[config.mk]
export PLATFORM = sky130hd
export DESIGN_NAME = lru_page_replacement
export DESIGN_NICKNAME = d
export VERILOG_FILES = /design/src/design/lru_pkg.sv /design/src/design/lru_dp.sv /design/src/design/lru_ctrl.sv /design/src/design/lru_page_replacement.sv
export VERILOG_INCLUDE_DIRS = /design/src /design/src/design
export SDC_FILE = /design/constraint.sdc
export NUM_CORES = 1
export LEC_CHECK = 0
export BUFFER_PORTS_ARGS = -buffer_cell sky130_fd_sc_hd__buf_2
export CAP_MARGIN = 20
export CORE_MARGIN = 2
export CORE_UTILIZATION = 55
export DETAILED_ROUTE_END_ITERATION = 8
export PLACE_DENSITY = 0.76
export SLEW_MARGIN = 20
export SYNTH_ARGS = -nofsm -noshare
export SYNTH_HDL_FRONTEND = slang
export SYNTH_SLANG_ARGS = --single-unit
[constraint.sdc]
create_clock -name i_clk -period 5 [get_ports i_clk]
set_input_delay 0.25 -clock i_clk [delete_from_list [all_inputs] [get_ports i_clk]]
set_output_delay 0.25 -clock i_clk [all_outputs]
set_load 0.005 [all_outputs]
[src/design/assert_macros.svh]
// Assertion macros shared by the LRU page replacement RTL.
// Depends on nothing; included by files that carry assertions.
`ifndef ASSERT_MACROS_SVH
`define ASSERT_MACROS_SVH

// Implication checked on every rising clock edge outside reset.
`define ASSERT_IMPLY(label, clk, rst_n, pre, post) \
    label: assert property (@(posedge clk) disable iff (!rst_n) (pre) |-> (post)) \
        else $error("assertion failed");

// Implication whose consequent is checked in the next cycle.
`define ASSERT_NEXT(label, clk, rst_n, pre, post) \
    label: assert property (@(posedge clk) disable iff (!rst_n) (pre) |=> (post)) \
        else $error("assertion failed");

`endif

[src/design/lru_pkg.sv]
// Types and constants for the LRU page replacement block.
// Depends on nothing; used by the controller, datapath and top level.
`default_nettype none
package lru_pkg;
    localparam int unsigned PID_W = 4;
    localparam int unsigned PAGE_W = 10;
    localparam int unsigned CNT_W = 11;
    localparam int unsigned STAT_W = 3;
    localparam int unsigned CTR_W = 32;

    typedef enum logic [STAT_W-1:0] {
        ST_CREATED = 3'd0,
        ST_EXISTS = 3'd1,
        ST_BAD_COUNT = 3'd2,
        ST_NO_PROC = 3'd3,
        ST_BAD_PAGE = 3'd4,
        ST_HIT = 3'd5,
        ST_FAULT = 3'd6,
        ST_EVICT = 3'd7
    } t_status;

    // Commands from the controller to the datapath.
    typedef struct packed {
        logic load;
        logic lookup;
        logic commit;
        logic cfg_we;
    } t_cmd;

    // Status from the datapath to the controller.
    typedef struct packed {
        logic done;
    } t_stat;
endpackage
`default_nettype wire

[src/design/lru_dp.sv]
// Datapath: process table, frame tags, ages, counters and result registers.
// Depends on lru_pkg and assert_macros.svh.
`default_nettype none
`include "assert_macros.svh"
module lru_dp #(
    parameter int unsigned FRAMES = 16,
    parameter int unsigned PROCS = 16,
    parameter int unsigned MAX_PAGES = 1024
) (
    input  wire logic i_clk,
    input  wire logic i_rst_n,
    input  wire lru_pkg::t_cmd i_cmd,
    input  wire logic [4:0] i_cfg_data,
    input  wire logic i_func,
    input  wire logic [lru_pkg::PID_W-1:0] i_pid,
    input  wire logic [lru_pkg::PAGE_W-1:0] i_page_number,
    input  wire logic [lru_pkg::CNT_W-1:0] i_page_count,
    output lru_pkg::t_stat o_stat,
    output logic [lru_pkg::STAT_W-1:0] o_status,
    output logic [lru_pkg::PID_W-1:0] o_evicted_pid,
    output logic [lru_pkg::PAGE_W-1:0] o_evicted_page,
    output logic [4:0] o_frames_used,
    output logic [lru_pkg::CTR_W-1:0] o_hit_count,
    output logic [lru_pkg::CTR_W-1:0] o_fault_count,
    output logic [lru_pkg::CTR_W-1:0] o_replace_count
);
    localparam int unsigned SW = (FRAMES > 1) ? $clog2(FRAMES) : 1;
    localparam int unsigned AW = $clog2(FRAMES + 1);
    localparam int unsigned PW = (PROCS > 1) ? $clog2(PROCS) : 1;
    localparam logic [lru_pkg::CTR_W-1:0] SAT = '1;
    localparam logic [lru_pkg::CTR_W-1:0] ONE = {{(lru_pkg::CTR_W-1){1'b0}}, 1'b1};

    logic [PROCS-1:0] r_pvalid;
    logic [lru_pkg::CNT_W-1:0] r_ppages [PROCS];
    logic [FRAMES-1:0] r_svalid;
    logic [lru_pkg::PID_W-1:0] r_spid [FRAMES];
    logic [lru_pkg::PAGE_W-1:0] r_spage [FRAMES];
    logic [AW-1:0] r_sage [FRAMES];
    logic [AW-1:0] r_used;
    logic [4:0] r_cap;
    logic [lru_pkg::CTR_W-1:0] r_hits, r_faults, r_evs;

    // Latched item.
    logic r_func;
    logic [lru_pkg::PID_W-1:0] r_pid;
    logic [lru_pkg::PAGE_W-1:0] r_page;
    logic [lru_pkg::CNT_W-1:0] r_count;

    // Lookup results.
    logic r_pid_ok, r_proc_ok, r_hit;
    logic [lru_pkg::CNT_W-1:0] r_plim;
    logic [SW-1:0] r_hslot, r_fslot, r_oslot;
    logic r_done;

    logic [PW-1:0] w_pidx;
    logic w_pid_ok;
    logic [FRAMES-1:0] w_match;
    logic w_hit;
    logic [SW-1:0] w_hslot, w_fslot, w_oslot;
    logic [AW:0] w_cap_eff;

    assign w_pid_ok = (32'(r_pid) < PROCS);
    assign w_pidx = PW'(r_pid);

    // Parallel tag compare and slot searches.
    always_comb begin
        w_hit = 1'b0;
        w_hslot = '0;
        w_fslot = '0;
        w_oslot = '0;
        for (int i = FRAMES - 1; i >= 0; i--) begin
            w_match[i] = r_svalid[i] && (r_spid[i] == r_pid) && (r_spage[i] == r_page);
            if (w_match[i]) begin
                w_hit = 1'b1;
                w_hslot = SW'(i);
            end
            if (!r_svalid[i]) begin
                w_fslot = SW'(i);
            end
            if (r_svalid[i] && (r_sage[i] == r_used - AW'(1))) begin
                w_oslot = SW'(i);
            end
        end
    end

    // Effective capacity is the register clamped to 1..FRAMES.
    always_comb begin
        if (r_cap == 5'd0) begin
            w_cap_eff = (AW+1)'(1);
        end else if (32'(r_cap) > FRAMES) begin
            w_cap_eff = (AW+1)'(FRAMES);
        end else begin
            w_cap_eff = (AW+1)'(r_cap);
        end
    end

    // Control state of the tables and counters.
    always_ff @(posedge i_clk) begin
        if (!i_rst_n) begin
            r_pvalid <= '0;
            r_svalid <= '0;
            r_used <= '0;
            r_cap <= 5'd16;
            r_hits <= '0;
            r_faults <= '0;
            r_evs <= '0;
            r_done <= 1'b0;
        end else begin
            r_done <= i_cmd.commit;
            if (i_cmd.cfg_we && r_used == '0) begin
                r_cap <= i_cfg_data;
            end
            if (i_cmd.commit) begin
                if (!r_func) begin
                    if (r_count != '0 && 32'(r_count) <= MAX_PAGES && w_pid_ok
                        && !r_pvalid[w_pidx]) begin
                        r_pvalid[w_pidx] <= 1'b1;
                    end
                end else if (r_pid_ok && r_proc_ok && r_page < r_plim) begin
                    if (r_hit) begin
                        if (r_hits != SAT) r_hits <= r_hits + ONE;
                    end else begin
                        if (r_faults != SAT) r_faults <= r_faults + ONE;
                        if ((AW+1)'(r_used) >= w_cap_eff) begin
                            if (r_evs != SAT) r_evs <= r_evs + ONE;
                        end else begin
                            r_svalid[r_fslot] <= 1'b1;
                            r_used <= r_used + AW'(1);
                        end
                    end
                end
            end
        end
    end

    // Payload: item latch, lookup, table writes, ages and results.
    always_ff @(posedge i_clk) begin
        if (i_cmd.load) begin
            r_func <= i_func;
            r_pid <= i_pid;
            r_page <= i_page_number;
            r_count <= i_page_count;
        end
        if (i_cmd.lookup) begin
            r_pid_ok <= w_pid_ok;
            r_proc_ok <= w_pid_ok && r_pvalid[w_pidx];
            r_plim <= r_ppages[w_pidx];
            r_hit <= w_hit;
            r_hslot <= w_hslot;
            r_fslot <= w_fslot;
            r_oslot <= w_oslot;
        end
        if (i_cmd.commit) begin
            o_evicted_pid <= '0;
            o_evicted_page <= '0;
            if (!r_func) begin
                if (r_count == '0 || 32'(r_count) > MAX_PAGES) begin
                    o_status <= lru_pkg::ST_BAD_COUNT;
                end else if (!w_pid_ok) begin
                    o_status <= lru_pkg::ST_NO_PROC;
                end else if (r_pvalid[w_pidx]) begin
                    o_status <= lru_pkg::ST_EXISTS;
                end else begin
                    r_ppages[w_pidx] <= r_count;
                    o_status <= lru_pkg::ST_CREATED;
                end
                o_frames_used <= 5'(r_used);
            end else if (!r_pid_ok || !r_proc_ok) begin
                o_status <= lru_pkg::ST_NO_PROC;
                o_frames_used <= 5'(r_used);
            end else if (r_page >= r_plim) begin
                o_status <= lru_pkg::ST_BAD_PAGE;
                o_frames_used <= 5'(r_used);
            end else if (r_hit) begin
                for (int i = 0; i < FRAMES; i++) begin
                    if (r_svalid[i] && r_sage[i] < r_sage[r_hslot]) begin
                        r_sage[i] <= r_sage[i] + AW'(1);
                    end
                end
                r_sage[r_hslot] <= '0;
                o_status <= lru_pkg::ST_HIT;
                o_frames_used <= 5'(r_used);
            end else if ((AW+1)'(r_used) >= w_cap_eff) begin
                // The reused slot becomes newest; every other resident page ages.
                for (int i = 0; i < FRAMES; i++) begin
                    if (r_svalid[i] && SW'(i) != r_oslot) r_sage[i] <= r_sage[i] + AW'(1);
                end
                r_sage[r_oslot] <= '0;
                r_spid[r_oslot] <= r_pid;
                r_spage[r_oslot] <= r_page;
                o_evicted_pid <= r_spid[r_oslot];
                o_evicted_page <= r_spage[r_oslot];
                o_status <= lru_pkg::ST_EVICT;
                o_frames_used <= 5'(r_used);
            end else begin
                for (int i = 0; i < FRAMES; i++) begin
                    if (r_svalid[i]) r_sage[i] <= r_sage[i] + AW'(1);
                end
                r_sage[r_fslot] <= '0;
                r_spid[r_fslot] <= r_pid;
                r_spage[r_fslot] <= r_page;
                o_status <= lru_pkg::ST_FAULT;
                o_frames_used <= 5'(r_used + AW'(1));
            end
        end
        if (r_done) begin
            o_hit_count <= r_hits;
            o_fault_count <= r_faults;
            o_replace_count <= r_evs;
        end
    end

    assign o_stat.done = r_done;

    `ASSERT_IMPLY(a_used_le_frames, i_clk, i_rst_n, 1'b1, (32'(r_used) <= FRAMES))
    `ASSERT_IMPLY(a_used_count, i_clk, i_rst_n, 1'b1, ($countones(r_svalid) == 32'(r_used)))
    `ASSERT_NEXT(a_done_after_commit, i_clk, i_rst_n, i_cmd.commit, r_done)
endmodule
`default_nettype wire

[src/design/lru_ctrl.sv]
// Controller: sequences load, lookup, commit and result handshake.
// Depends on lru_pkg and assert_macros.svh.
`default_nettype none
`include "assert_macros.svh"
module lru_ctrl (
    input  wire logic i_clk,
    input  wire logic i_rst_n,
    input  wire logic i_valid,
    output logic o_stall,
    output logic o_valid,
    input  wire logic i_stall,
    input  wire logic i_cfg_we,
    input  wire lru_pkg::t_stat i_stat,
    output lru_pkg::t_cmd o_cmd
);
    typedef enum logic [1:0] {S_IDLE, S_LOOK, S_COMMIT, S_WAIT} t_state;
    t_state r_state;
    logic r_ovalid;
    logic w_acc, w_out;

    assign w_out = r_ovalid && !i_stall;
    assign o_stall = (r_state != S_IDLE) || (r_ovalid && i_stall);
    assign w_acc = i_valid && !o_stall;
    assign o_valid = r_ovalid;
    assign o_cmd.load = w_acc;
    assign o_cmd.lookup = (r_state == S_LOOK);
    assign o_cmd.commit = (r_state == S_COMMIT);
    assign o_cmd.cfg_we = i_cfg_we;

    // State and output-valid register.
    always_ff @(posedge i_clk) begin
        if (!i_rst_n) begin
            r_state <= S_IDLE;
            r_ovalid <= 1'b0;
        end else begin
            if (w_out) r_ovalid <= 1'b0;
            case (r_state)
                S_IDLE: begin
                    if (w_acc) r_state <= S_LOOK;
                end
                S_LOOK: r_state <= S_COMMIT;
                S_COMMIT: r_state <= S_WAIT;
                S_WAIT: begin
                    if (i_stat.done) begin
                        r_ovalid <= 1'b1;
                        r_state <= S_IDLE;
                    end
                end
                default: r_state <= S_IDLE;
            endcase
        end
    end

    `ASSERT_NEXT(a_accept_busy, i_clk, i_rst_n, w_acc, (r_state == S_LOOK))
    `ASSERT_IMPLY(a_no_accept_full, i_clk, i_rst_n, (r_ovalid && i_stall), !w_acc)
endmodule
`default_nettype wire

[src/design/lru_page_replacement.sv]
// Top level of the LRU page replacement block: controller plus datapath.
// Depends on lru_pkg, lru_ctrl, lru_dp and assert_macros.svh.
//
//   channel   signals                         direction
//   input     i_valid/o_stall + item fields   in
//   output    o_valid/i_stall + result fields out
//   config    i_cfg_we/i_cfg_data             in
//
// An item is handled in order: latch, parallel tag compare, table update, result load.
// One item is in work at a time; the next is taken in the cycle the held result leaves.
// Reset is synchronous active low, clears valid bits and counters, and sets capacity to 16.
// A stalled result holds; the block accepts no new item while its result is stalled.
`default_nettype none
`include "assert_macros.svh"
module lru_page_replacement #(
    parameter int unsigned FRAMES = 16,
    parameter int unsigned PROCS = 16,
    parameter int unsigned MAX_PAGES = 1024
) (
    input  wire logic i_clk,
    input  wire logic i_rst_n,
    input  wire logic i_valid,
    output logic o_stall,
    input  wire logic i_func,
    input  wire logic [lru_pkg::PID_W-1:0] i_pid,
    input  wire logic [lru_pkg::PAGE_W-1:0] i_page_number,
    input  wire logic [lru_pkg::CNT_W-1:0] i_page_count,
    output logic o_valid,
    input  wire logic i_stall,
    output logic [lru_pkg::STAT_W-1:0] o_status,
    output logic [lru_pkg::PID_W-1:0] o_evicted_pid,
    output logic [lru_pkg::PAGE_W-1:0] o_evicted_page,
    output logic [4:0] o_frames_used,
    output logic [lru_pkg::CTR_W-1:0] o_hit_count,
    output logic [lru_pkg::CTR_W-1:0] o_fault_count,
    output logic [lru_pkg::CTR_W-1:0] o_replace_count,
    input  wire logic i_cfg_we,
    input  wire logic [4:0] i_cfg_data
);
    lru_pkg::t_cmd w_cmd;
    lru_pkg::t_stat w_stat;

    lru_ctrl u_ctrl (
        .i_clk(i_clk), .i_rst_n(i_rst_n), .i_valid(i_valid), .o_stall(o_stall),
        .o_valid(o_valid), .i_stall(i_stall), .i_cfg_we(i_cfg_we),
        .i_stat(w_stat), .o_cmd(w_cmd)
    );

    lru_dp #(.FRAMES(FRAMES), .PROCS(PROCS), .MAX_PAGES(MAX_PAGES)) u_dp (
        .i_clk(i_clk), .i_rst_n(i_rst_n), .i_cmd(w_cmd), .i_cfg_data(i_cfg_data),
        .i_func(i_func), .i_pid(i_pid), .i_page_number(i_page_number),
        .i_page_count(i_page_count), .o_stat(w_stat), .o_status(o_status),
        .o_evicted_pid(o_evicted_pid), .o_evicted_page(o_evicted_page),
        .o_frames_used(o_frames_used), .o_hit_count(o_hit_count),
        .o_fault_count(o_fault_count), .o_replace_count(o_replace_count)
    );
endmodule
`default_nettype wire
# [After elaboration in Yosys (flattened, before gate mapping)]
# Memory sizes are Yosys's and may differ from the RTL's. A register that Yosys moved wholly into a read port is not among the register bits.
# Index checks and enable logic that the tools add are counted.
[totals] ff_bits=286 ram_bits=480 in_bits=36 output_inout_bits=120 memories=4
[memory_table] name="u_dp.r_ppages" depth=16 word_bits=11 rd=1 rd_clocked_by_memory_dff=1 write_ports=1 line="lru_dp.sv:34" text="logic [lru_pkg::CNT_W-1:0] r_ppages [PROCS];"
[memory_table] name="u_dp.r_spage" depth=16 word_bits=10 rd=17 rd_clocked_by_memory_dff=1 write_ports=1 line="lru_dp.sv:37" text="logic [lru_pkg::PAGE_W-1:0] r_spage [FRAMES];"
[memory_table] name="u_dp.r_sage" depth=16 word_bits=5 rd=17 rd_clocked_by_memory_dff=0 write_ports=17 line="lru_dp.sv:38" text="logic [AW-1:0] r_sage [FRAMES];"
[memory_table] name="u_dp.r_spid" depth=16 word_bits=4 rd=17 rd_clocked_by_memory_dff=1 write_ports=1 line="lru_dp.sv:36" text="logic [lru_pkg::PID_W-1:0] r_spid [FRAMES];"
[classes] add_sub_neg=21 order_cmp=26 eq_ne=71 mux=509 bitwise_logic=37 reduce_logical=124
[ops] cell="$mux 1" count=409
[ops] cell="$mux 5" count=40
[ops] cell="$eq 10x10->1" count=16
[ops] cell="$mux 4" count=29
[ops] cell="$add 32x1->32 const B" count=3
[ops] cell="$ne 32x32->1 const B" count=3
[ops] cell="$logic_and 1x1->1" count=89
[ops] cell="$add 5x1->5 const B" count=17
[ops] cell="$eq 5x5->1" count=16
[ops] cell="$lt 5x5->1" count=16
[ops] cell="$eq 4x4->1" count=16
[ops] cell="$mux 3" count=17
[ops] cell="$ne 4x4->1 const A" count=8
[ops] cell="$or 1x1->1" count=32
[ops] cell="$or 16x16->16" count=2
[ops] cell="$mux 2" count=8
[ops] cell="$ne 3x4->1 const A" count=4
[ops] cell="$reduce_or 8->1" count=2
[ops] cell="$reduce_and 5->1" count=3
[ops] cell="$reduce_or 15->1" count=1
[ops] cell="$reduce_or 5->1" count=3
[ops] cell="$reduce_or 4->1" count=3
[ops] cell="$ge 10x11->1" count=1
[ops] cell="$gt 11x11->1 const B" count=1
[ops] cell="other kinds (33)" count=49

# [Depth between registers and ports, before layout]
# An unclocked memory read counts as a cell.
[logic_depth] ltp_word=19 ltp_mapped=16 mapped_depth_nobuf=13

# [By module]
# From an unflattened synthesis, not the netlist that was laid out.
[unflattened] hier_cells=2777 area_unflattened_um2=37290.8
[modules_own_cells] module="lru_dp" n_inst=1 cells_per_inst=2751 area_per_inst_um2=37055.5
[modules_own_cells] module="lru_ctrl" n_inst=1 cells_per_inst=26 area_per_inst_um2=235.2

# [Least setup slack after synthesis]
# No wires, ideal clock.
[synth_path] kind="register to register" start="register u_dp.r_hslot[0]" end="memory u_dp.r_sage[9][4] (netlist bit)" setup_time_ns=0.124 arrival_ns=4.461 setup_slack_ns=0.415 path_stages_with_launch=17 period_less_slack_ns=4.585 cell_sequence="edfxtp_1 > buf_6 > buf_2 > buf_1 > mux4_2 > mux4_2 > inv_1 > ha_1 > a21o_1 > a2111o_1 > o221ai_1 > a31oi_1 > o32ai_2 > nand2_1 > nor2_1 > xnor2_1 > nor2_1"
[synth_lines] element="start: declaration" line="lru_dp.sv:52" text="logic [SW-1:0] r_hslot, r_fslot, r_oslot;"
[synth_lines] element="start signal: assignment" line="lru_dp.sv:149" text="r_hslot <= w_hslot;"
[synth_lines] element="end: declaration" line="lru_dp.sv:38"

==> flow_metrics.tcl <==
set metrics [dict create \
    run_status "finished, final reports clean" \
    detail-route-antenna-nets 0 \
    clkLatencyLatePin_ps 630 \
    final_core_util 0.630 \
    worst-r2r-cell-count 13 \
    synthAdderAreaFrac 0.0342 \
    drive_gt1_frac 0.176 \
    worst_hold_startpoint "i_valid" \
    mappedNetlistNets 3001 \
    grt_pass1_wl_um 152000 \
    placement.io_buffers 155 \
    finalWeightedCongestion 0.954 \
    hp-class "in -> reg" \
    grt.total_usage 0.284 \
    cell_type_with_the_highest_aggregate_area_in_the_netlist "sky130_fd_sc_hd__edfxtp_1" \
    finalNetCount 3218 \
    core-area_um2 68600 \
    dominantRegCellSynth "sky130_fd_sc_hd__edfxtp_1" \
    antenna-diode-count 0 \
    rsz0062_at_grt "no" \
    postCtsSetupBuffers 0 \
    routed-via-count 25200 \
    criticalPathCategory "reg -> reg" \
    slew_headroom 0.269 \
    cts_sinks 791 \
    timing.max_cap.violations 0 \
    dp_slack_ps 416 \
    timing.final.setup_violations 0 \
    post_cts_resize_count 0 \
    cts_htree_levels 3 \
    path_clk_slew_ps 60 \
    design_area_um2 43200 \
    multi_input_area_um2 15800 \
    timing.critical_path.from "u_dp.r_hslot[0]" \
    ys_seq_area_frac 0.565 \
    final.setup_skew_ps 22.0 \
    chipHeight_um 267 \
    timing_hold_violations_final 0 \
    tritoncts "done" \
    share_clk_of_total_power 0.374 \
    hpwl_um 68700 \
    std_cell_rows 96 \
    ctsLongestPathBuffers 3 \
    synth_async_sr_flop_share 0 \
    post_synth_and_or_nand_nor_area_fraction 0.115 \
    muxShareOfSynthArea 0.0992 \
    setup_ws_ps 398 \
    post_synth_instance_area_um2 38100 \
    synth_top_cells_by_count "569 x sky130_fd_sc_hd__edfxtp_1, 351 x sky130_fd_sc_hd__xnor2_1, 222 x sky130_fd_sc_hd__dfxtp_1, 212 x sky130_fd_sc_hd__nor2_1, 152 x sky130_fd_sc_hd__mux4_2" \
    maxClockFrequency_ghz 0.217 \
    max_fo_critical_path 14 \
    post-route-min-period_ps 4600 \
    drcViolationCount 0 \
    arrival_ps 5120 \
    start_kind "flip-flop" \
    cellLeakagePower_uw 0.0154 \
    register_area_um2 21500 \
    post_dp_cell_area_um2 40100 \
    synth_top_cells_by_area "sky130_fd_sc_hd__edfxtp_1 45%, sky130_fd_sc_hd__dfxtp_1 12%, sky130_fd_sc_hd__mux4_2 9.0%, sky130_fd_sc_hd__xnor2_1 8.1%, sky130_fd_sc_hd__ha_1 3.4%" \
    internal_power_uw 12300 \
    yosysWarnings 0 \
    power.share.combinational 0.162 \
    critPathCaptureType "flip-flop" \
    die_area_um2 71400 \
    synth_xor_xnor_area_share 0.107 \
    r2r-start "u_dp.r_hslot[0]" \
    routed_wl_um 101000 \
    tritoncts.num_buffers 81 \
    postSynthAreaPerCell_um2 13.3 \
    netSwitchingFraction 0.267 \
    wl_per_cell_um 24.7 \
    timing.final.max_slew_violations 0 \
    fin_setup_tns_ps 0 \
    post-synth-top-count-cell "sky130_fd_sc_hd__edfxtp_1" \
    holdPathStages 5 \
    synth_top_family_by_area "simple AND/OR/NAND/NOR gates" \
    hold_slack_ps 99.5 \
    worstPathCellList "mux4_2 -> mux4_2 -> inv_1 -> ha_1 -> a21o_1 -> a2111o_1 -> o221ai_1 -> a31oi_1 -> o32ai_2 -> nand2_1 -> nor2_1 -> xnor2_1 -> nor2_1" \
    grt_antenna_before_repair 3 \
    netSwitchingPower_uw 4490 \
    boundaryPins 156 \
    fin_crit_sh 0.920 \
    detail_route.first_pass.iterations 5 \
    start_util 0.555 \
    fillCellCount 4974 \
    dieWidth_um 267 \
    first_global_vias 25100 \
    synth-seq-cells 791 \
    power.density_cell_area_nw_per_um2 389 \
    largest_net_degree_at_the_start_of_global_routing 97 \
    worstPathRequired_ps 5520 \
    synth_top_area_share 0.449 \
    yosysUniqueCellTypes 83 \
    remaining_global_route_overflow 0 \
    area_growth_pct 13.4 \
    detail_route.iter0.violations 2545 \
    cp_slowest_stage_delay_ps 830 \
    power.sequential.fraction 0.464 \
    tightest_slew_ps 1090 \
    timing.critical_path.slowest_stage_cell "sky130_fd_sc_hd__edfxtp_1" \
    synthCells 2861 \
    clock_tree.root_cell "sky130_fd_sc_hd__clkbuf_16" \
    ir_drop_uv 349 \
    vias_per_cell 6.17 \
    synth-edff-count 569 \
    synth_compound_area_frac 0.0585 \
]
## kinds of logic (layout without fill, tap and decap cells)
family | Yosys count | in the layout
buffers and inverters | 187 | 472
muxes | 187 | 187
adders and majority gates | 104 | 104
and+or+nand+nor | 830 | 830
AOI/OAI and AO/OA | 298 | 298
DFF | 791 | 791
xor gates and xnor gates | 464 | 464
## power by group through the flow
stage / clock (uW) / combinational (uW) / sequential (uW)
after floorplan: 0 / 1800 / 7850
after global routing: 6630 / 2890 / 7820
after CTS: 6390 / 2720 / 7790
after detailed placement: 0 / 2680 / 7930
after global placement: 0 / 2630 / 7900
final: 6290 / 2730 / 7790
## metal layers
layer	wire length, um	vias up	share of wire	track usage
met5	60	-	0.00059	0
met4	4280	4	0.042	0.119
met3	8160	237	0.081	0.0458
met2	48200	1214	0.48	0.464
met1	40200	12500	0.40	0.379
li1	-	11200	-	-
## state kept, by name (all words and copies together), names as in the netlist, 32 cells and up
register / cells
u_dp.r_faults: 32
u_dp.r_spage: 160
u_dp.r_sage: 80
u_dp.o_fault_count: 32
u_dp.o_replace_count: 32
u_dp.r_ppages: 176
u_dp.r_hits: 32
u_dp.o_hit_count: 32
u_dp.r_evs: 32
u_dp.r_spid: 64
## per-stage QoR
stage	power [uW]	cells
final	16800	4077
after global routing	17300	4077
after floorplan	9660	2861
after detailed placement	10600	3895
after global placement	10500	3895
after CTS	16900	4077
## repair_timing
item                                    CTS  global route
hold buffers                             31             0
endpoints found under the hold margin    31             0
endpoints found under the setup margin    0             0
## critical path, delay by kind of cell, from the launching register on
family | cells | cell delay (ps)
mux | 2 | 1060
xor+xnor | 1 | 140
fa+ha+maj | 1 | 340
flops | 1 | 830
compound gates | 5 | 1350
buf+inv | 1 | 400
simple gates | 3 | 370
## cell type report
| cell class | instances | share of cell area |
|---|---|---|
| clock buffers | 106 | 0.0530 |
| repair buffers | 272 | 0.0405 |
| flip-flops and latches | 791 | 0.498 |
| clock inverters | 45 | 0.0117 |
| well taps | 931 | 0.0270 |
| inverters | 49 | 0.00426 |
| multi-input cells | 1883 | 0.365 |
## placed cells by master (no fill, tap or decap), types with 42 or more instances in the layout
master and n:
sky130_fd_sc_hd__nor2_1 212, sky130_fd_sc_hd__dfxtp_1 221, sky130_fd_sc_hd__nand4_1 124, sky130_fd_sc_hd__ha_1 103, sky130_fd_sc_hd__inv_1 49, sky130_fd_sc_hd__edfxtp_1 569, sky130_fd_sc_hd__clkbuf_16 87, sky130_fd_sc_hd__nand2_1 108
sky130_fd_sc_hd__buf_4 85, sky130_fd_sc_hd__nand3_1 88, sky130_fd_sc_hd__o21a_1 63, sky130_fd_sc_hd__nor2b_1 42, sky130_fd_sc_hd__xor2_1 112, sky130_fd_sc_hd__a21oi_1 51, sky130_fd_sc_hd__buf_2 154, sky130_fd_sc_hd__xnor2_1 351
sky130_fd_sc_hd__mux4_2 152, sky130_fd_sc_hd__and2_1 95
## worst paths after layout
kind	endpoint	slack, ps
setup / recovery	u_dp.r_sage[3][4]	400
hold / removal	u_ctrl.r_state[0]	100
setup reg to reg	u_dp.r_sage[3][4]	400
hold reg to reg	u_dp.r_pvalid[10]	470
(Power assumes the default switching activity.)
